$ cat config.mk
export PLATFORM = sky130hd
export DESIGN_NAME = second_chance_page_replacement
export DESIGN_NICKNAME = d
export VERILOG_FILES = /design/src/scp_pkg.sv /design/src/scp_cell.sv /design/src/second_chance_page_replacement.sv
export SDC_FILE = /design/constraint.sdc
export NUM_CORES = 1
export LEC_CHECK = 0
export ABC_AREA = 1
export ABC_CLOCK_PERIOD_IN_PS = 12350
export BUFFER_PORTS_ARGS = -buffer_cell sky130_fd_sc_hd__buf_2
export CORE_AREA = 5 5 212 214
export DETAILED_ROUTE_END_ITERATION = 10
export DIE_AREA = 0 0 217 219
export HOLD_SLACK_MARGIN = 0.1
export PLACE_DENSITY_LB_ADDON = 0.15
export SYNTH_ARGS = -nofsm -noshare
export SYNTH_HDL_FRONTEND = slang
export SYNTH_SLANG_ARGS = --single-unit
$ cat constraint.sdc
create_clock -name clk -period 12.35 [get_ports clk]
set_clock_uncertainty 0.15 [all_clocks]
set_input_delay 0.6175 -clock clk [delete_from_list [all_inputs] [get_ports clk]]
set_output_delay 0.6175 -clock clk [all_outputs]
set_load 0.05 [all_outputs]
$ cat src/scp_pkg.sv
package scp_pkg;

    localparam int ENTRIES_DEF   = 16;
    localparam int PAGE_BITS_DEF = 16;
    localparam int CFG_W         = 5;
    localparam int IN_W          = 16;
    localparam int SLOT_W        = 4;
    localparam int EVICT_W       = 16;
    localparam int COUNT_W       = 32;
    localparam int OUT_W         = 88;
    localparam logic [CFG_W-1:0] CFG_RESET = CFG_W'(16);
    localparam logic [COUNT_W-1:0] COUNT_MAX = '1;

    typedef struct packed {
        logic set_ref;
        logic clr_ref;
        logic load;
    } scp_cmd_t;

    typedef struct packed {
        logic valid;
        logic refd;
    } scp_status_t;

endpackage

$ cat src/scp_cell.sv
module scp_cell #(
    parameter int IDX       = 0,
    parameter int PAGE_BITS = scp_pkg::PAGE_BITS_DEF,
    parameter int CNT_W     = 5
) (
    input  logic                  clk,
    input  logic                  rst_n,
    input  logic [CNT_W-1:0]      n,
    input  logic [PAGE_BITS-1:0]  key,
    input  logic                  sel,
    input  scp_pkg::scp_cmd_t     cmd,
    input  logic                  match_in,
    output logic                  match_out,
    output logic                  first,
    output scp_pkg::scp_status_t  status,
    output logic [PAGE_BITS-1:0]  page
);
    import scp_pkg::*;

    logic                 valid_reg, valid_next;
    logic                 ref_reg, ref_next;
    logic [PAGE_BITS-1:0] page_reg;
    logic                 here;

    assign here      = valid_reg && (CNT_W'(IDX) < n) && (page_reg == key);
    assign first     = here && !match_in;
    assign match_out = match_in || here;
    assign status    = '{valid: valid_reg, refd: ref_reg};
    assign page      = page_reg;

    always_comb
    begin
        valid_next = valid_reg;
        ref_next   = ref_reg;
        if (cmd.load && sel)
        begin
            valid_next = 1'b1;
            ref_next   = 1'b0;
        end
        else if (cmd.clr_ref && sel)
        begin
            ref_next = 1'b0;
        end
        else if (cmd.set_ref && first)
        begin
            ref_next = 1'b1;
        end
    end

    always_ff @(posedge clk or negedge rst_n)
    begin
        if (!rst_n)
        begin
            valid_reg <= 1'b0;
            ref_reg   <= 1'b0;
        end
        else
        begin
            valid_reg <= valid_next;
            ref_reg   <= ref_next;
        end
    end

    always_ff @(posedge clk)
    begin
        if (cmd.load && sel)
        begin
            page_reg <= key;
        end
    end

endmodule

$ cat src/second_chance_page_replacement.sv
// Second-chance (clock) page replacement over a row of table cells, one cell per entry.
// A request passes accept, lookup through the cell match chain and result on a hit; a fault
// adds a sweep that clears the reference bit of each referenced entry the hand passes, one
// cell examined per cycle, and loads the first other entry. A new request is accepted once
// the previous result has moved to the output register. entries_in_use is sampled with each
// request; 0 acts as 1 and values above ENTRIES act as ENTRIES. Counters saturate.
module second_chance_page_replacement #(
    parameter int ENTRIES   = scp_pkg::ENTRIES_DEF,
    parameter int PAGE_BITS = scp_pkg::PAGE_BITS_DEF
) (
    input  logic                        clk,
    input  logic                        rst_n,
    input  logic                        cfg_we,
    input  logic [scp_pkg::CFG_W-1:0]   cfg_wdata,   // entries_in_use
    input  logic                        s_tvalid,
    output logic                        s_tready,
    input  logic [scp_pkg::IN_W-1:0]    s_tdata,     // page_number
    output logic                        m_tvalid,
    input  logic                        m_tready,
    // hit, slot[3:0], evicted_valid, evicted_page[15:0], fault_total[31:0],
    // request_total[31:0], zero pad
    output logic [scp_pkg::OUT_W-1:0]   m_tdata
);
    import scp_pkg::*;

    localparam int HAND_W = (ENTRIES > 1) ? $clog2(ENTRIES) : 1;
    localparam int CNT_W  = $clog2(ENTRIES + 1);

    typedef enum logic [3:0] {
        S_IDLE  = 4'b0001,
        S_LOOK  = 4'b0010,
        S_SWEEP = 4'b0100,
        S_DONE  = 4'b1000
    } state_t;

    state_t               state_reg, state_next;
    logic [CFG_W-1:0]     cfg_reg;
    logic [CNT_W-1:0]     n_reg, n_next;
    logic [PAGE_BITS-1:0] key_reg, key_next;
    logic [HAND_W-1:0]    hand_reg, hand_next;
    logic [COUNT_W-1:0]   fault_reg, fault_next;
    logic [COUNT_W-1:0]   req_reg, req_next;
    logic                 res_hit_reg, res_hit_next;
    logic [HAND_W-1:0]    res_slot_reg, res_slot_next;
    logic                 res_ev_reg, res_ev_next;
    logic [PAGE_BITS-1:0] res_page_reg, res_page_next;
    logic                 m_tvalid_reg, m_tvalid_next;
    logic [OUT_W-1:0]     m_tdata_reg, m_tdata_next;

    logic [ENTRIES:0]     match;
    logic [ENTRIES-1:0]   first;
    logic [ENTRIES-1:0]   sel;
    scp_status_t          status [ENTRIES];
    logic [PAGE_BITS-1:0] cell_page [ENTRIES];
    scp_cmd_t             cmd;
    logic [HAND_W-1:0]    hit_idx;
    logic [HAND_W-1:0]    hand_inc;
    logic                 accept;

    assign match[0] = 1'b0;

    for (genvar i = 0; i < ENTRIES; i++)
    begin : g_cell
        assign sel[i] = (hand_reg == HAND_W'(i));
        scp_cell #(
            .IDX       (i),
            .PAGE_BITS (PAGE_BITS),
            .CNT_W     (CNT_W)
        ) u_cell (
            .clk       (clk),
            .rst_n     (rst_n),
            .n         (n_reg),
            .key       (key_reg),
            .sel       (sel[i]),
            .cmd       (cmd),
            .match_in  (match[i]),
            .match_out (match[i+1]),
            .first     (first[i]),
            .status    (status[i]),
            .page      (cell_page[i])
        );
    end

    always_comb
    begin
        hit_idx = '0;
        for (int i = 0; i < ENTRIES; i++)
        begin
            if (first[i])
            begin
                hit_idx = hit_idx | HAND_W'(i);
            end
        end
    end

    assign hand_inc = ((CNT_W'(hand_reg) + 1'b1) == n_reg) ? '0 : HAND_W'(hand_reg + 1'b1);
    assign s_tready = (state_reg == S_IDLE);
    assign accept   = s_tvalid && s_tready;
    assign m_tvalid = m_tvalid_reg;
    assign m_tdata  = m_tdata_reg;

    always_comb
    begin
        state_next    = state_reg;
        n_next        = n_reg;
        key_next      = key_reg;
        hand_next     = hand_reg;
        fault_next    = fault_reg;
        req_next      = req_reg;
        res_hit_next  = res_hit_reg;
        res_slot_next = res_slot_reg;
        res_ev_next   = res_ev_reg;
        res_page_next = res_page_reg;
        m_tvalid_next = m_tvalid_reg;
        m_tdata_next  = m_tdata_reg;
        cmd           = '{set_ref: 1'b0, clr_ref: 1'b0, load: 1'b0};

        if (m_tvalid_reg && m_tready)
        begin
            m_tvalid_next = 1'b0;
        end

        case (state_reg)
            S_IDLE:
            begin
                if (accept)
                begin
                    key_next = PAGE_BITS'(s_tdata);
                    if (cfg_reg == '0)
                    begin
                        n_next = CNT_W'(1);
                    end
                    else if (32'(cfg_reg) > 32'(ENTRIES))
                    begin
                        n_next = CNT_W'(ENTRIES);
                    end
                    else
                    begin
                        n_next = CNT_W'(cfg_reg);
                    end
                    if (req_reg != COUNT_MAX)
                    begin
                        req_next = req_reg + 1'b1;
                    end
                    state_next = S_LOOK;
                end
            end
            S_LOOK:
            begin
                if (match[ENTRIES])
                begin
                    cmd.set_ref   = 1'b1;
                    res_hit_next  = 1'b1;
                    res_slot_next = hit_idx;
                    res_ev_next   = 1'b0;
                    res_page_next = '0;
                    state_next    = S_DONE;
                end
                else
                begin
                    if (fault_reg != COUNT_MAX)
                    begin
                        fault_next = fault_reg + 1'b1;
                    end
                    if (CNT_W'(hand_reg) >= n_reg)
                    begin
                        hand_next = '0;
                    end
                    state_next = S_SWEEP;
                end
            end
            S_SWEEP:
            begin
                hand_next = hand_inc;
                if (status[hand_reg].valid && status[hand_reg].refd)
                begin
                    cmd.clr_ref = 1'b1;
                end
                else
                begin
                    cmd.load      = 1'b1;
                    res_hit_next  = 1'b0;
                    res_slot_next = hand_reg;
                    res_ev_next   = status[hand_reg].valid;
                    res_page_next = status[hand_reg].valid ? cell_page[hand_reg] : '0;
                    state_next    = S_DONE;
                end
            end
            S_DONE:
            begin
                if (!m_tvalid_reg || m_tready)
                begin
                    m_tvalid_next = 1'b1;
                    m_tdata_next  = {2'b00, req_reg, fault_reg, EVICT_W'(res_page_reg),
                                     res_ev_reg, SLOT_W'(res_slot_reg), res_hit_reg};
                    state_next    = S_IDLE;
                end
            end
            default:
            begin
                state_next = S_IDLE;
            end
        endcase
    end

    always_ff @(posedge clk or negedge rst_n)
    begin
        if (!rst_n)
        begin
            state_reg    <= S_IDLE;
            cfg_reg      <= CFG_RESET;
            hand_reg     <= '0;
            fault_reg    <= '0;
            req_reg      <= '0;
            m_tvalid_reg <= 1'b0;
        end
        else
        begin
            state_reg    <= state_next;
            hand_reg     <= hand_next;
            fault_reg    <= fault_next;
            req_reg      <= req_next;
            m_tvalid_reg <= m_tvalid_next;
            if (cfg_we)
            begin
                cfg_reg <= cfg_wdata;
            end
        end
    end

    always_ff @(posedge clk)
    begin
        n_reg        <= n_next;
        key_reg      <= key_next;
        res_hit_reg  <= res_hit_next;
        res_slot_reg <= res_slot_next;
        res_ev_reg   <= res_ev_next;
        res_page_reg <= res_page_next;
        m_tdata_reg  <= m_tdata_next;
    end

    a_hand_in_range: assert property (@(posedge clk) disable iff (!rst_n)
        (state_reg == S_SWEEP) |-> (CNT_W'(hand_reg) < n_reg))
        else $error("hand outside active entries during sweep");

    a_faults_le_requests: assert property (@(posedge clk) disable iff (!rst_n)
        fault_reg <= req_reg)
        else $error("fault count exceeds request count");

    a_single_hit: assert property (@(posedge clk) disable iff (!rst_n)
        $onehot0(first))
        else $error("more than one cell claims the hit");

    a_result_from_done: assert property (@(posedge clk) disable iff (!rst_n)
        $rose(m_tvalid_reg) |-> $past(state_reg == S_DONE))
        else $error("result presented outside completion");

endmodule
After elaboration in Yosys (flattened, before gate mapping):

Index checks and enable logic that the tools add are counted.

* output and inout port bits: 90
* input bits: 26
* flip-flop bits (word level): 495

* bitwise gates (word level): 2
* equality and inequality tests: 44
* order comparisons: 19
* add/sub/neg operators: 4
* reductions and logical operators: 157
* mux-type cells: 100

Operators by type and width (number)
* == test 16 bit: 16
* logical AND 1 bit: 98
* two-way mux 16 bit: 5
* two-way mux 4 bit: 17
* adder 32 x 1 -> 32 bit, second input constant: 2
* binary-select mux 16 bit (select 4 bit): 1
* inequality test 32 bit, second input constant: 2
* two-way mux 1 bit: 60
* nonzero test 3 bit: 16
* less-than comparator 4 x 5 -> 1 bit, first input constant: 8
* == test 4 bit, second input constant: 9
* one-hot mux 16 bit (2 select lines): 1
* == test 4 x 3 -> 1 bit, second input constant: 5
* less-than comparator 3 x 5 -> 1 bit, first input constant: 4
* zero test 1 bit: 16
* logical OR 1 bit: 16
* one-hot mux 4 bit (2 select lines): 2
* one-hot mux 4 bit (4 select lines): 1
* AND reduction 3 bit: 5
* == test 4 x 2 -> 1 bit, second input constant: 3
* two-way mux 3 bit: 4
* less-than comparator 1 x 5 -> 1 bit, first input constant: 2
* less-than comparator 2 x 5 -> 1 bit, first input constant: 2
* two-way mux 2 bit: 5
* 19 further kinds: 26

Logic depth before layout (Yosys ltp):

Gate-level depths: netlist of run 1.

* word-level depth: 24
* depth in mapped cells: 22

By module:

From an unflattened synthesis of run 1, not the netlist that was laid out.

* cells, all modules: 3467
* area, all modules: 27637.8 µm²

By module, submodules not included
* second_chance_page_replacement: sequential area each 5828.1 µm², area each 11802.6 µm², cells each 1479, times used 1
* scp_cell at g_cell[8].u_cell: sequential area each 530.5 µm², area each 1077.3 µm², cells each 144, times used 1
* scp_cell at g_cell[1].u_cell: sequential area each 530.5 µm², area each 1048.5 µm², cells each 138, times used 1
* scp_cell at g_cell[4].u_cell: sequential area each 530.5 µm², area each 1043.5 µm², cells each 139, times used 1
* scp_cell at g_cell[10].u_cell: sequential area each 530.5 µm², area each 1042.2 µm², cells each 133, times used 1
* scp_cell at g_cell[11].u_cell: sequential area each 530.5 µm², area each 1038.5 µm², cells each 137, times used 1
* scp_cell at g_cell[5].u_cell: sequential area each 530.5 µm², area each 1038.5 µm², cells each 133, times used 1
* scp_cell at g_cell[3].u_cell: sequential area each 530.5 µm², area each 1037.2 µm², cells each 139, times used 1
* scp_cell at g_cell[15].u_cell: sequential area each 530.5 µm², area each 1036.0 µm², cells each 132, times used 1
* scp_cell at g_cell[14].u_cell: sequential area each 530.5 µm², area each 1001.0 µm², cells each 125, times used 1
* scp_cell at g_cell[12].u_cell: sequential area each 530.5 µm², area each 947.2 µm², cells each 116, times used 1
* scp_cell at g_cell[13].u_cell: sequential area each 530.5 µm², area each 939.7 µm², cells each 114, times used 1
* scp_cell at g_cell[2].u_cell: sequential area each 530.5 µm², area each 934.6 µm², cells each 114, times used 1
* scp_cell at g_cell[6].u_cell: sequential area each 530.5 µm², area each 927.1 µm², cells each 110, times used 1
* +3 rows

Least setup slack after synthesis of run 1:

OpenSTA, ideal clock, no wires.

* path kind: register to register
* from: register state_reg[1]
* to: register m_tdata_reg[0] (netlist: m_tdata[0]), enable pin
* data required time: 11.669 ns
* setup slack: 7.371 ns
* stages on the path, launching flop included: 6
* library setup time: 0.531 ns
* arrival time: 4.298 ns
* buffers on the path: 0
* cells stage by stage: dfrtp_1 nor2_1 inv_1 nor3_1 inv_1 nor2_1

* cells in the longest elaborated chain, start to end: 2

Ends and longest elaborated chain
* start: declaration: RTL line second_chance_page_replacement.sv:36 `state_t state_reg, state_next;`
* start signal: assignment: RTL line second_chance_page_replacement.sv:219 `state_reg <= state_next;`
* == test 4 bit: RTL line second_chance_page_replacement.sv:123 `case (state_reg)`
* AND reduction 2 bit (no line)
* end signal: assignment: RTL line second_chance_page_replacement.sv:239 `m_tdata_reg <= m_tdata_next;`
* end: declaration: RTL line second_chance_page_replacement.sv:48 `logic [OUT_W-1:0] m_tdata_reg, m_tdata_next;`

Every way passes these cells.
A chain may end at the register's enable or synchronous reset.

Worst setup path in the final report of run 1:

* from: register hand_reg[0]
* to: register g_cell[11].u_cell.page_reg[3], enable pin

* cells in the longest elaborated chain, start to end: 8

Ends and longest elaborated chain
* start: declaration: RTL line second_chance_page_replacement.sv:40 `logic [HAND_W-1:0] hand_reg, hand_next;`
* start signal: assignment: RTL line second_chance_page_replacement.sv:220 `hand_reg <= hand_next;`
* NOT 4 -> 5 bit (not written as such): RTL line second_chance_page_replacement.sv:175 `if (status[hand_reg].valid && status[hand_reg].refd)`
* binary-select mux 2 bit (select 4 bit): RTL line second_chance_page_replacement.sv:175
* two-way mux 2 bit (not written as such) (2 in a row): RTL line second_chance_page_replacement.sv:175
* logical AND 1 bit: RTL line second_chance_page_replacement.sv:175
* two-way mux 1 bit: RTL line second_chance_page_replacement.sv:175
* two-way mux 2 bit: RTL line second_chance_page_replacement.sv:123
* logical AND 1 bit (*): RTL line scp_cell.sv:66 `if (cmd.load && sel)`
* end signal: assignment: RTL line scp_cell.sv:68 `page_reg <= key;`
* end: declaration: RTL line scp_cell.sv:22 `logic [PAGE_BITS-1:0] page_reg;`

Mark *: on every way between the ends. The rest lies on a longest branch, timed or not. The select of a mux whose other input is x is not followed.

==> flow_summary.toml, run 1 <==
[final_layout]
final_common_cell = "sky130_fd_sc_hd__nand2_1"
largest_register_ff_count = 256
postLayoutCoreUtil_pct = 67.9
layout.area.seq_um2 = 14300
most_used_cells_in_the_layout_excluding_fill_and_tap_cells = "sky130_fd_sc_hd__nand2_1 (598), sky130_fd_sc_hd__edfxtp_1 (385), sky130_fd_sc_hd__nor2_1 (380)"
layoutNonFillerInstCount = 3655
area.growth.synth_to_final_pct = 10.7
n_antenna_cell = 0
multi_input_area_um2 = 9880
fill_cells = 3341
drive_gt1_share_pct = 10.6
finalNetCount = 3104

[die]
initial_utilization_pct = 61.3
die_h_um = 219
row_count = 76
design.core.area_um2 = 42700
design.portCount = 116
die_area_um2 = 47500
die_w_um = 217

[worst_hold_path]
hold-path-endpoint = "cfg_reg[4]"
timing.hold.worst.class = "in -> reg"
min-delay-start = "cfg_we"
hold_path_depth = 2

[run]
max-cap-violations = 0

[routing]
routedWlPerCell_um = 24.4
wirelength_mm = 89.3
dr.pass1.iters = 11
num_vias = 22853
route.antenna.remaining_nets = 0
number_of_design_rule_violations_left_after_detail_routing = 1
vias_per_cell = 6.25
drt_iter0_drc = 4075

[synth]
syn_area_um2 = 26200
avgSynthCellArea_um2 = 8.84
yosys_most_used_dff = "sky130_fd_sc_hd__edfxtp_1"
edff_count_synth = 385
ys_seq_area_share_pct = 54.7
synth_top_cell_area_share_pct = 44.2
share_of_flip_flops_with_an_asynchronous_set_or_reset_after_synthesis_pct = 22.2
ys_top_cells_by_area = "sky130_fd_sc_hd__edfxtp_1 (44%), sky130_fd_sc_hd__dfrtp_1 (10%), sky130_fd_sc_hd__nand2_1 (8.6%)"
synth.ff_latch_count = 495
yosys.cell_types.count = 67
synthesis.yosys.warnings = 0
synth_cells = 2962
yosysTopAreaCell = "sky130_fd_sc_hd__edfxtp_1"

[worst_setup_path]
worstPathRequired_ns = 12.41
critPathMaxFanout = 81
startpoint_type = "register"
timing.setup.critical_path_class = "reg -> reg"
rrSetupSlack_ns = 7.48
worstSetupStartpoint = "hand_reg[0]"
worst_path_cell_chain = "inv_4 -> buf_4 -> a21oi_1 -> o21ai_0 -> a21oi_1 -> or4_1 -> nand2_1 -> inv_2 -> nor3_2"
worst_path_most_repeated_cell = "sky130_fd_sc_hd__a21oi_1"
setup.worst_path.end_class = "register"
rr_endpoint = "g_cell[11].u_cell.page[3]"
worst_path_largest_cell_delay_ns = 1.04
number_of_cells_traversed_by_the_worst_register_to_register_path = 9
reg2reg_from = "hand_reg[0]"
critical_path.slowest_cell = "sky130_fd_sc_hd__nor3_2"
cp.buffers_inverters = 3
path_delay_family = "simple AND/OR/NAND/NOR gates"
crit_arrival_ns = 4.93

[power]
irDropWorstVdd_mv = 0.225
overall_power_after_layout_w = 0.00516
cellPowerDensity_nw_per_um2 = 178
static-leakage-power_nw = 12.1

[global_route]
grt_start_max_net_pins = 118
grt.overflow.total = 0
grt_first_pass_wirelength_mm = 132
grt_overall_usage_pct = 37.0
number_of_global_route_vias_before_repair = 21685
initial_antenna_violation_count = 0

[placed_design]
place.detailed.instances = 3537
hpwl_mm = 60.0
numPortBuffers = 113
gp_routability_congestion = 1.06

[clock_network]
cts_resized = 0
clkLatencyLatePin_ns = 0.61
clkSlewWorstSetupHoldPaths_ns = 0.07
cts.sink_count = 495
clk_path_buf_depth = 3
cts-htree-levels = 2
tritoncts = "done"
clock_buffers_created_by_tritoncts = 51
clk_root_buffer_cell = "sky130_fd_sc_hd__clkbuf_16"

[outcome]
outcome = "complete, but fails checks"
failed_checks = "design-rule violations"

[timing]
final.period_utilization_pct = 39.4
worst_pin_slew_ns = 1.32
fmax_ghz = 0.205
clock_period_minus_final_worst_setup_slack_ns = 4.87
report.final.hold_viol_count = 0
rsz0062_at_grt = "no"
final-max-slew-violation-count = 0
sum_of_negative_setup_slack_ns = 0
slew-limit-headroom_pct = 11.4
setup-violations-final = 0
## synth_stat cells (4+ instances only)
cell type,n
sky130_fd_sc_hd__buf_1,8
sky130_fd_sc_hd__nand3b_1,13
sky130_fd_sc_hd__nand3_1,80
sky130_fd_sc_hd__o21ai_0,199
sky130_fd_sc_hd__xor2_1,68
sky130_fd_sc_hd__nor4_2,5
sky130_fd_sc_hd__or2_1,17
sky130_fd_sc_hd__xnor2_1,30
sky130_fd_sc_hd__inv_2,27
sky130_fd_sc_hd__and3_1,4
sky130_fd_sc_hd__clkbuf_1,58
sky130_fd_sc_hd__or2_2,21
sky130_fd_sc_hd__nor4_1,49
sky130_fd_sc_hd__o2111ai_1,12
sky130_fd_sc_hd__nor3b_1,12
sky130_fd_sc_hd__nor2_2,5
sky130_fd_sc_hd__nor2_1,381
sky130_fd_sc_hd__nor3_1,85
sky130_fd_sc_hd__a21oi_1,160
sky130_fd_sc_hd__buf_6,7
sky130_fd_sc_hd__nor3_2,6
sky130_fd_sc_hd__dfrtp_1,108
sky130_fd_sc_hd__buf_2,29
sky130_fd_sc_hd__buf_4,17
sky130_fd_sc_hd__ha_1,12
sky130_fd_sc_hd__edfxtp_1,385
sky130_fd_sc_hd__a211oi_1,4
sky130_fd_sc_hd__nor4b_1,4
sky130_fd_sc_hd__nor2_4,4
sky130_fd_sc_hd__nand4_1,124
sky130_fd_sc_hd__o22ai_1,8
sky130_fd_sc_hd__and2_1,4
sky130_fd_sc_hd__nand2_1,598
sky130_fd_sc_hd__inv_1,353
sky130_fd_sc_hd__nand3_2,5
sky130_fd_sc_hd__o21a_1,4
sky130_fd_sc_hd__a41oi_1,6
## per-layer routing
layer | routed length [um] | share of wire (%) | up-vias | GRT usage (%)
met2 | 39300 | 44 | 1598 | 57.0
met1 | 33300 | 37 | 10688 | 49.8
met4 | 5790 | 6.5 | 0 | 19.1
li1 | - | - | 10200 | -
met3 | 10900 | 12 | 367 | 8.14
met5 | 0 | 0 | - | 0
## power breakdown
group	switching (W)	internal (W)	total, W
Clock	0.000673	0.000833	0.00151
Combinational	0.00123	0.000359	0.00159
Sequential	0.0000901	0.00197	0.00206
Total	0.00199	0.00317	0.00516
## cells by family (layout without fill, tap and decap cells)
group	after synthesis	after routing	share of synthesized area, %
compound gates	413	413	8.52
xor+xnor	98	98	3.28
fa+ha+maj	12	12	0.574
buf+inv	502	648	7.79
flops	495	495	54.7
mux	3	3	0.129
other cells	1	2	0.0143
simple gates	1438	1438	25.0
## final cells by class
class / count / share of cell area [%]
clock inverter: 38 / 1.04
tap: 546 / 2.36
sequential: 495 / 49.4
timing repair buffer: 169 / 3.60
inverter: 383 / 4.97
clock buffer: 58 / 4.53
multi-input combinational: 1966 / 34.1
## what timing repair did
| action | in CTS | in global routing |
|---|---|---|
| endpoints found under the hold margin | 47 | 0 |
| hold buffers | 22 | 0 |
| buffers inserted | 0 | 0 |
## worst max path at each step
| stage | end | slack, ns | depth (start not counted) |
|---|---|---|---|
| final | g_cell[11].u_cell.page[3] | 7.48 | 9 |
| after global routing | g_cell[7].u_cell.page[9] | 7.23 | 9 |
| after global placement | g_cell[11].u_cell.page[1] | 7.75 | 9 |
| after detailed placement | g_cell[4].u_cell.page[12] | 7.60 | 9 |
| after CTS | g_cell[4].u_cell.page[13] | 7.57 | 9 |
| after floorplan | m_tdata[0] | 7.37 | 5 |
## per-stage QoR
step / setup slack (ns) / hold slack (ns) / area (um^2)
after global placement: 7.75 / 0.252 / 27100
after detailed placement: 7.60 / 0.258 / 27100
after global routing: 7.23 / 0.141 / 29000
after CTS: 7.57 / 0.106 / 29000
after floorplan: 7.37 / 0.172 / 26200
final: 7.48 / 0.133 / 29000
Note: power is estimated with default switching activity, not from simulation.
==> inputs of run 2 (changes only) <==
--- a/config.mk
+++ b/config.mk
@@ -5,12 +5,12 @@
 export SDC_FILE = /design/constraint.sdc
 export NUM_CORES = 1
 export LEC_CHECK = 0
-export ABC_AREA = 1
-export ABC_CLOCK_PERIOD_IN_PS = 12350
+export ABC_AREA = 0
+export ABC_CLOCK_PERIOD_IN_PS = 4000
 export BUFFER_PORTS_ARGS = -buffer_cell sky130_fd_sc_hd__buf_2
-export CORE_AREA = 5 5 212 214
+export CORE_AREA = 5 5 209 211
 export DETAILED_ROUTE_END_ITERATION = 10
-export DIE_AREA = 0 0 217 219
+export DIE_AREA = 0 0 214 216
 export HOLD_SLACK_MARGIN = 0.1
 export PLACE_DENSITY_LB_ADDON = 0.15
 export SYNTH_ARGS = -nofsm -noshare
==> constraint.sdc (replaced) <==
create_clock -name clk -period 4 [get_ports clk]
set_clock_uncertainty 0.15 [all_clocks]
set_input_delay 0.2 -clock clk [delete_from_list [all_inputs] [get_ports clk]]
set_output_delay 0.2 -clock clk [all_outputs]
set_load 0.05 [all_outputs]
==> run 2 against run 1 <==
Compared with the run above:
- the run now ends clean
- critical endpoint is now fault_reg[9]
- register-to-register slack lost 7.2 ns
- total power grew to 2.8 times the previous value
- clock power rose to 3.0 times the previous value
- non-clock buffer count rose by 46
- fmax rose by 31%
- area after synthesis is 12% lower
- global-route usage fell by 12 points
- combinational power grew 120%
- sequential cell count is the same
==> flow_summary.toml, run 2 <==
[die]
die_w_um = 214
die_h_um = 216
initial_utilization_pct = 55.1
die_area_um2 = 46200
design.portCount = 116
row_count = 75
design.core.area_um2 = 41600

[synth]
ys_seq_area_share_pct = 62.5
yosys_most_used_dff = "sky130_fd_sc_hd__edfxtp_1"
synth-simple-area-share_pct = 10.7
ys_top_cells_by_area = "sky130_fd_sc_hd__edfxtp_1 (50%), sky130_fd_sc_hd__dfrtp_1 (12%), sky130_fd_sc_hd__mux4_2 (8.8%)"
synthesis.yosys.warnings = 0
synth.ff_latch_count = 495
yosysTopAreaCell = "sky130_fd_sc_hd__edfxtp_1"
synth_compound_gate_area_share_pct = 2.27
yosys.cell_types.count = 70
proportion_of_synthesized_area_in_mux_cells_pct = 9.09
synthMostInstantiatedCell = "sky130_fd_sc_hd__edfxtp_1"
share_of_flip_flops_with_an_asynchronous_set_or_reset_after_synthesis_pct = 22.2
avgSynthCellArea_um2 = 15.0
synthTopCellsByCount = "sky130_fd_sc_hd__edfxtp_1 (385), sky130_fd_sc_hd__xor2_1 (187), sky130_fd_sc_hd__xnor2_1 (133)"
syn_area_um2 = 22900
synth_cells = 1523
synth_top_cell_area_share_pct = 50.5
arithmetic_cell_share_of_the_synthesized_area_counting_full_adders_half_adders_and_majority_gates_pct = 0.655
synth_top_family_by_area = "XOR/XNOR gates"
xor_and_xnor_area_share_after_synthesis_pct = 12.3
edff_count_synth = 385

[outcome]
outcome = "complete, no violations"

[worst_setup_path]
startpoint_type = "register"
rr_endpoint = "fault_reg[9]"
crit_arrival_ns = 4.02
reg2reg_from = "key_reg[7]"
worstSetupStartpoint = "key_reg[7]"
worstPathRequired_ns = 4.32
critPathMaxFanout = 27
rrSetupSlack_ns = 0.30
setup.worst_path.end_class = "register"
number_of_cells_traversed_by_the_worst_register_to_register_path = 10
critical_path.endpoint = "fault_reg[9]"
timing.setup.critical_path_class = "reg -> reg"

[clock_network]
clkSlewWorstSetupHoldPaths_ns = 0.06
cts-htree-levels = 2
clock_buffers_created_by_tritoncts = 51
post-cts-setup-buffer-count = 0
clkLatencyLatePin_ns = 0.61
tritoncts = "done"
cts_resized = 0
clk_root_buffer_cell = "sky130_fd_sc_hd__clkbuf_16"
cts.sink_count = 495
clk_path_buf_depth = 3

[timing]
final.period_utilization_pct = 92.6
finalWorstSetupSlack_ns = 0.297
slew-limit-headroom_pct = 36.1
setup-violations-final = 0
report.final.hold_viol_count = 0
rsz0062_at_grt = "no"
clock_period_minus_final_worst_setup_slack_ns = 3.70
worst_pin_slew_ns = 0.953
sum_of_negative_setup_slack_ns = 0
final-max-slew-violation-count = 0
fmax_ghz = 0.270

[routing]
dr.pass1.iters = 5
num_vias = 13786
routedWlPerCell_um = 25.8
route.antenna.remaining_nets = 0
vias_per_cell = 6.01
wirelength_mm = 59.1
number_of_design_rule_violations_left_after_detail_routing = 0
drt_iter0_drc = 1619

[final_layout]
postLayoutCoreUtil_pct = 63.0
largest_register_ff_count = 256
final_cell_area_um2 = 26200
most_used_cells_in_the_layout_excluding_fill_and_tap_cells = "sky130_fd_sc_hd__edfxtp_1 (385), sky130_fd_sc_hd__xor2_1 (187), sky130_fd_sc_hd__xnor2_1 (133)"
area.growth.synth_to_final_pct = 14.3
final_common_cell = "sky130_fd_sc_hd__edfxtp_1"
n_antenna_cell = 0
drive_gt1_share_pct = 23.1
finalNetCount = 1751

[run]
max-cap-violations = 0

[worst_hold_path]
timing.hold.worst.class = "in -> reg"

[global_route]
number_of_global_route_vias_before_repair = 13860
grt.overflow.total = 0
grt_first_pass_wirelength_mm = 89.3
grt_overall_usage_pct = 25.4
initial_antenna_violation_count = 3
grt_start_max_net_pins = 111

[placed_design]
numPortBuffers = 113
dpl_worst_slack_ns = 0.411
placedInstanceArea_um2 = 24300
gp_routability_congestion = 0.954
hpwl_mm = 41.4

[power]
static-leakage-power_nw = 9.67
cellPowerDensity_nw_per_um2 = 550
irDropWorstVdd_mv = 0.358
## run 2: changes by cell type after synthesis, moves of 27 or more
cell | before | now
sky130_fd_sc_hd__a21oi_1 | 160 | 19
sky130_fd_sc_hd__inv_2 | 27 | 0
sky130_fd_sc_hd__xor2_1 | 68 | 187
sky130_fd_sc_hd__nor2_1 | 381 | 65
sky130_fd_sc_hd__xnor2_1 | 30 | 133
sky130_fd_sc_hd__inv_1 | 353 | 22
sky130_fd_sc_hd__nor3_1 | 85 | 26
sky130_fd_sc_hd__nand3_1 | 80 | 52
sky130_fd_sc_hd__clkbuf_1 | 58 | 23
sky130_fd_sc_hd__nand2_1 | 598 | 63
sky130_fd_sc_hd__o21ai_0 | 199 | 8
sky130_fd_sc_hd__nand4_1 | 124 | 41
sky130_fd_sc_hd__mux4_2 | 0 | 90
## run 2: per-stage QoR
stage               total power [W]  hold slack [ns]  std cells
floorplan                   0.00871           -0.246       1524
global placement            0.00990            0.162       2168
detailed placement          0.00993            0.167       2168
CTS                          0.0145            0.127       2295
global route                 0.0149            0.154       2295
finish                       0.0144            0.152       2295
## run 2: power breakdown
group	internal [W]	total, W	switching (W)
clock	0.00255	0.00453	0.00198
combinational	0.00138	0.00346	0.00208
sequential	0.00600	0.00641	0.000406
## run 2: kinds of logic after synthesis
logic type	count (synthesis)
buf+inv	101
flops	495
xor+xnor	321
other cells	1
mux	95
fa+ha+maj	12
simple gates	422
compound gates	76
## run 2: metal layers
metal | wire (um) | vias up | global-route usage [%]
li1 | - | 6120 | -
met1 | 25400 | 6995 | 36.8
met2 | 27600 | 572 | 39.8
met3 | 4210 | 99 | 4.58
met4 | 1890 | 0 | 8.37
met5 | 0 | - | 0
## run 2: critical path, stage by stage (launching register included)
cell                       delay (ns)
sky130_fd_sc_hd__edfxtp_1        0.67
sky130_fd_sc_hd__buf_4           0.36
sky130_fd_sc_hd__xor2_1          0.24
sky130_fd_sc_hd__nor4_1          0.09
sky130_fd_sc_hd__nand3_1         0.18
sky130_fd_sc_hd__or4_1           0.21
sky130_fd_sc_hd__nand4b_4        0.18
sky130_fd_sc_hd__or4_1           0.58
sky130_fd_sc_hd__buf_4           0.29
sky130_fd_sc_hd__or3_4           0.44
sky130_fd_sc_hd__xnor2_2         0.13
## run 2: how the worst min path moves through the flow
stage,from,cells past startpoint,end,slack [ns]
5_1_grt,s_tdata[11],2,key_reg[11],0.15
2_1_floorplan,rst_n,0,cfg_reg[0],-0.25
4_1_cts,s_tdata[9],2,key_reg[9],0.13
6_report,s_tdata[9],2,key_reg[9],0.15
3_5_place_dp,rst_n,2,fault_reg[17],0.17
3_3_place_gp,rst_n,2,fault_reg[17],0.16
## run 2: what timing repair did
item,in CTS,in global routing
setup endpoints to repair,0,0
hold buffers,31,0
hold endpoints to repair,135,0
## run 2: cell type report
type	instances	area, um^2
repair buffers	215	1470
inverters	22	82.6
well taps	539	674
multi-input cells	928	8050
flip-flops and latches	495	14300
clock buffers	69	1380
clock inverters	27	198
fillers	3053	15400
==> inputs of run 3 (changes only) <==
--- a/config.mk
+++ b/config.mk
@@ -6,13 +6,14 @@
 export NUM_CORES = 1
 export LEC_CHECK = 0
 export ABC_AREA = 0
-export ABC_CLOCK_PERIOD_IN_PS = 4000
+export ABC_CLOCK_PERIOD_IN_PS = 3550
 export BUFFER_PORTS_ARGS = -buffer_cell sky130_fd_sc_hd__buf_2
-export CORE_AREA = 5 5 209 211
+export CORE_AREA = 5 5 199 201
 export DETAILED_ROUTE_END_ITERATION = 10
-export DIE_AREA = 0 0 214 216
+export DIE_AREA = 0 0 204 206
 export HOLD_SLACK_MARGIN = 0.1
 export PLACE_DENSITY_LB_ADDON = 0.15
+export REMOVE_ABC_BUFFERS = 1
 export SYNTH_ARGS = -nofsm -noshare
 export SYNTH_HDL_FRONTEND = slang
 export SYNTH_SLANG_ARGS = --single-unit
==> constraint.sdc (replaced) <==
create_clock -name clk -period 3.55 [get_ports clk]
set_clock_uncertainty 0.15 [all_clocks]
set_input_delay 0.1775 -clock clk [delete_from_list [all_inputs] [get_ports clk]]
set_output_delay 0.1775 -clock clk [all_outputs]
set_load 0.05 [all_outputs]
==> run 3 against run 2 <==
Compared with the run above:
- design area up 1.7%
- largest cell class unchanged
- sequential share of layout area down 0.93 points
- die area down 9.1%
- sequential cell count unchanged
- count of clock-buffer cells in the layout down 14
- critical path type unchanged
- worst setup slack worse by 0.23 ns
==> flow_summary.toml, run 3 (synthesis results as in run 2) <==
[outcome]
outcome = "complete, no violations"

[die]
design.portCount = 116
die_w_um = 204
initial_utilization_pct = 61.3
row_count = 71
design.core.area_um2 = 37400
die_area_um2 = 42000
die_h_um = 206

[power]
static-leakage-power_nw = 9.84
irDropWorstVdd_mv = 0.430
power_frac_clock_pct = 32.7
internal_power_w = 0.0116
pwr-share-comb_pct = 24.4
p_seq_share_pct = 42.9
overall_power_after_layout_w = 0.0166
sw_frac_of_total_pct = 30.1
switching_component_of_the_power_w = 0.00499
cellPowerDensity_nw_per_um2 = 622

[placed_design]
numPortBuffers = 113
hpwl_mm = 40.6
gp_routability_congestion = 1.04
dpl_worst_slack_ns = 0.129
placedInstanceArea_um2 = 24600

[timing]
rsz0062_at_grt = "no"
final-max-slew-violation-count = 0
finalWorstSetupSlack_ns = 0.0721
fmax_ghz = 0.288
slew-limit-headroom_pct = 34.0
clock_period_minus_final_worst_setup_slack_ns = 3.48
report.final.hold_viol_count = 0
worst_pin_slew_ns = 0.984
setup-violations-final = 0
final.period_utilization_pct = 98.0

[final_layout]
area.growth.synth_to_final_pct = 16.2
final_common_cell = "sky130_fd_sc_hd__edfxtp_1"
drive_gt1_share_pct = 23.8
finalNetCount = 1756
most_used_cells_in_the_layout_excluding_fill_and_tap_cells = "sky130_fd_sc_hd__edfxtp_1 (385), sky130_fd_sc_hd__xor2_1 (187), sky130_fd_sc_hd__xnor2_1 (133)"
fill_cells = 2476
n_antenna_cell = 0
largest_register_ff_count = 256
final_cell_area_um2 = 26600

[worst_setup_path]
startpoint_type = "register"
critical_path.slowest_cell = "sky130_fd_sc_hd__or4_1"
crit_arrival_ns = 3.80
worstPathRequired_ns = 3.87
critPathMaxFanout = 27
timing.setup.critical_path_class = "reg -> reg"
worst_path_cell_chain = "or3b_4 -> nand3_1 -> nor3_1 -> nand4_1 -> nand4b_4 -> or4_1 -> buf_4 -> or3_4 -> xnor2_2"
setup.worst_path.end_class = "register"
worst_path_largest_cell_delay_ns = 0.62

[clock_network]
clkLatencyLatePin_ns = 0.60
clk_root_buffer_cell = "sky130_fd_sc_hd__clkbuf_16"
cts.sink_count = 495
clk_path_buf_depth = 3
clkSlewWorstSetupHoldPaths_ns = 0.06
tritoncts = "done"
clock_buffers_created_by_tritoncts = 50
post-cts-setup-buffer-count = 0
cts-htree-levels = 2

[worst_hold_path]
timing.hold.worst.class = "in -> reg"

[global_route]
grt.overflow.total = 0
initial_antenna_violation_count = 2
number_of_global_route_vias_before_repair = 13621
grt_start_max_net_pins = 56
grt_first_pass_wirelength_mm = 86.8
grt_overall_usage_pct = 27.7

[run]
max-cap-violations = 0

[routing]
num_vias = 13880
wirelength_mm = 57.4
route.antenna.remaining_nets = 0
dr.pass1.iters = 5
drt_iter0_drc = 1595
number_of_design_rule_violations_left_after_detail_routing = 0
routedWlPerCell_um = 25.3
vias_per_cell = 6.11
==> run 3: cell count changes in the layout (fill, tap and decap cells not counted), moves of 2 or more <==
cell                         delta
sky130_fd_sc_hd__inv_6          +2
sky130_fd_sc_hd__clkbuf_1      -11
sky130_fd_sc_hd__clkbuf_16      -2
sky130_fd_sc_hd__buf_12        +26
sky130_fd_sc_hd__buf_4         -21
sky130_fd_sc_hd__clkinvlp_4     +3
sky130_fd_sc_hd__bufinv_16      +6
==> run 3: worst paths after layout <==
check / start / end / slack [ns] / depth (start not counted)
setup / recovery: n_reg[2] / fault_reg[9] / 0.07 / 9
hold / removal: s_tdata[1] / key_reg[1] / 0.13 / 2
setup reg to reg: n_reg[2] / fault_reg[9] / 0.07 / 9
hold reg to reg: res_page_reg[11] / m_tdata[17] / 0.27 / 0
max in group asynchronous: rst_n / state_reg[0] / 2.06 / 4
min in group asynchronous: rst_n / fault_reg[20] / 0.48 / 3
==> run 3: cell type report <==
| class | count | area (um^2) | area share (%) |
|---|---|---|---|
| flip-flops and latches | 495 | 14300 | 53.8 |
| multi-input cells | 928 | 8050 | 30.2 |
| repair buffers | 221 | 1850 | 6.94 |
| clock buffers | 55 | 1270 | 4.77 |
| well taps | 511 | 639 | 2.40 |
| clock inverters | 38 | 417 | 1.56 |
| inverters | 22 | 82.6 | 0.310 |
==> run 3: what timing repair did <==
item                       CTS  global route
setup endpoints to repair    0             2
resized for setup            0             2
hold buffers                32             0
hold endpoints to repair    89             0
==> run 3: power groups by stage <==
stage | Clock (W) | Combinational [W] | Sequential (W)
6_report | 0.00541 | 0.00405 | 0.00711
5_1_grt | 0.00574 | 0.00425 | 0.00714
3_5_place_dp | 0 | 0.00398 | 0.00722
3_3_place_gp | 0 | 0.00396 | 0.00721
4_1_cts | 0.00549 | 0.00403 | 0.00710
2_1_floorplan | 0 | 0.00197 | 0.00773
==> run 3: routing by layer <==
layer	global-route usage, %	vias up	routed length [um]
met5	0	-	0
met4	9.50	0	2010
met3	4.90	97	4640
met2	43.3	618	26900
met1	40.1	7041	23800
li1	-	6124	-
==> run 3: critical path, delay by kind of cell, from the launching register on <==
family / cells / cell delay [ns]
buf+inv: 1 / 0.29
flops: 1 / 0.58
xor+xnor: 1 / 0.13
simple gates: 7 / 2.19
==> run 3: stage by stage <==
stage	util [%]	TNS, ns	hold WS, ns	instances
6_report	71.2	0	0.129	2270
5_1_grt	71.2	0	0.130	2270
4_1_cts	71.2	0	0.105	2270
3_5_place_dp	65.8	0	0.166	2145
3_3_place_gp	65.8	0	0.167	2145
2_1_floorplan	-	-878.75	-0.268	1445
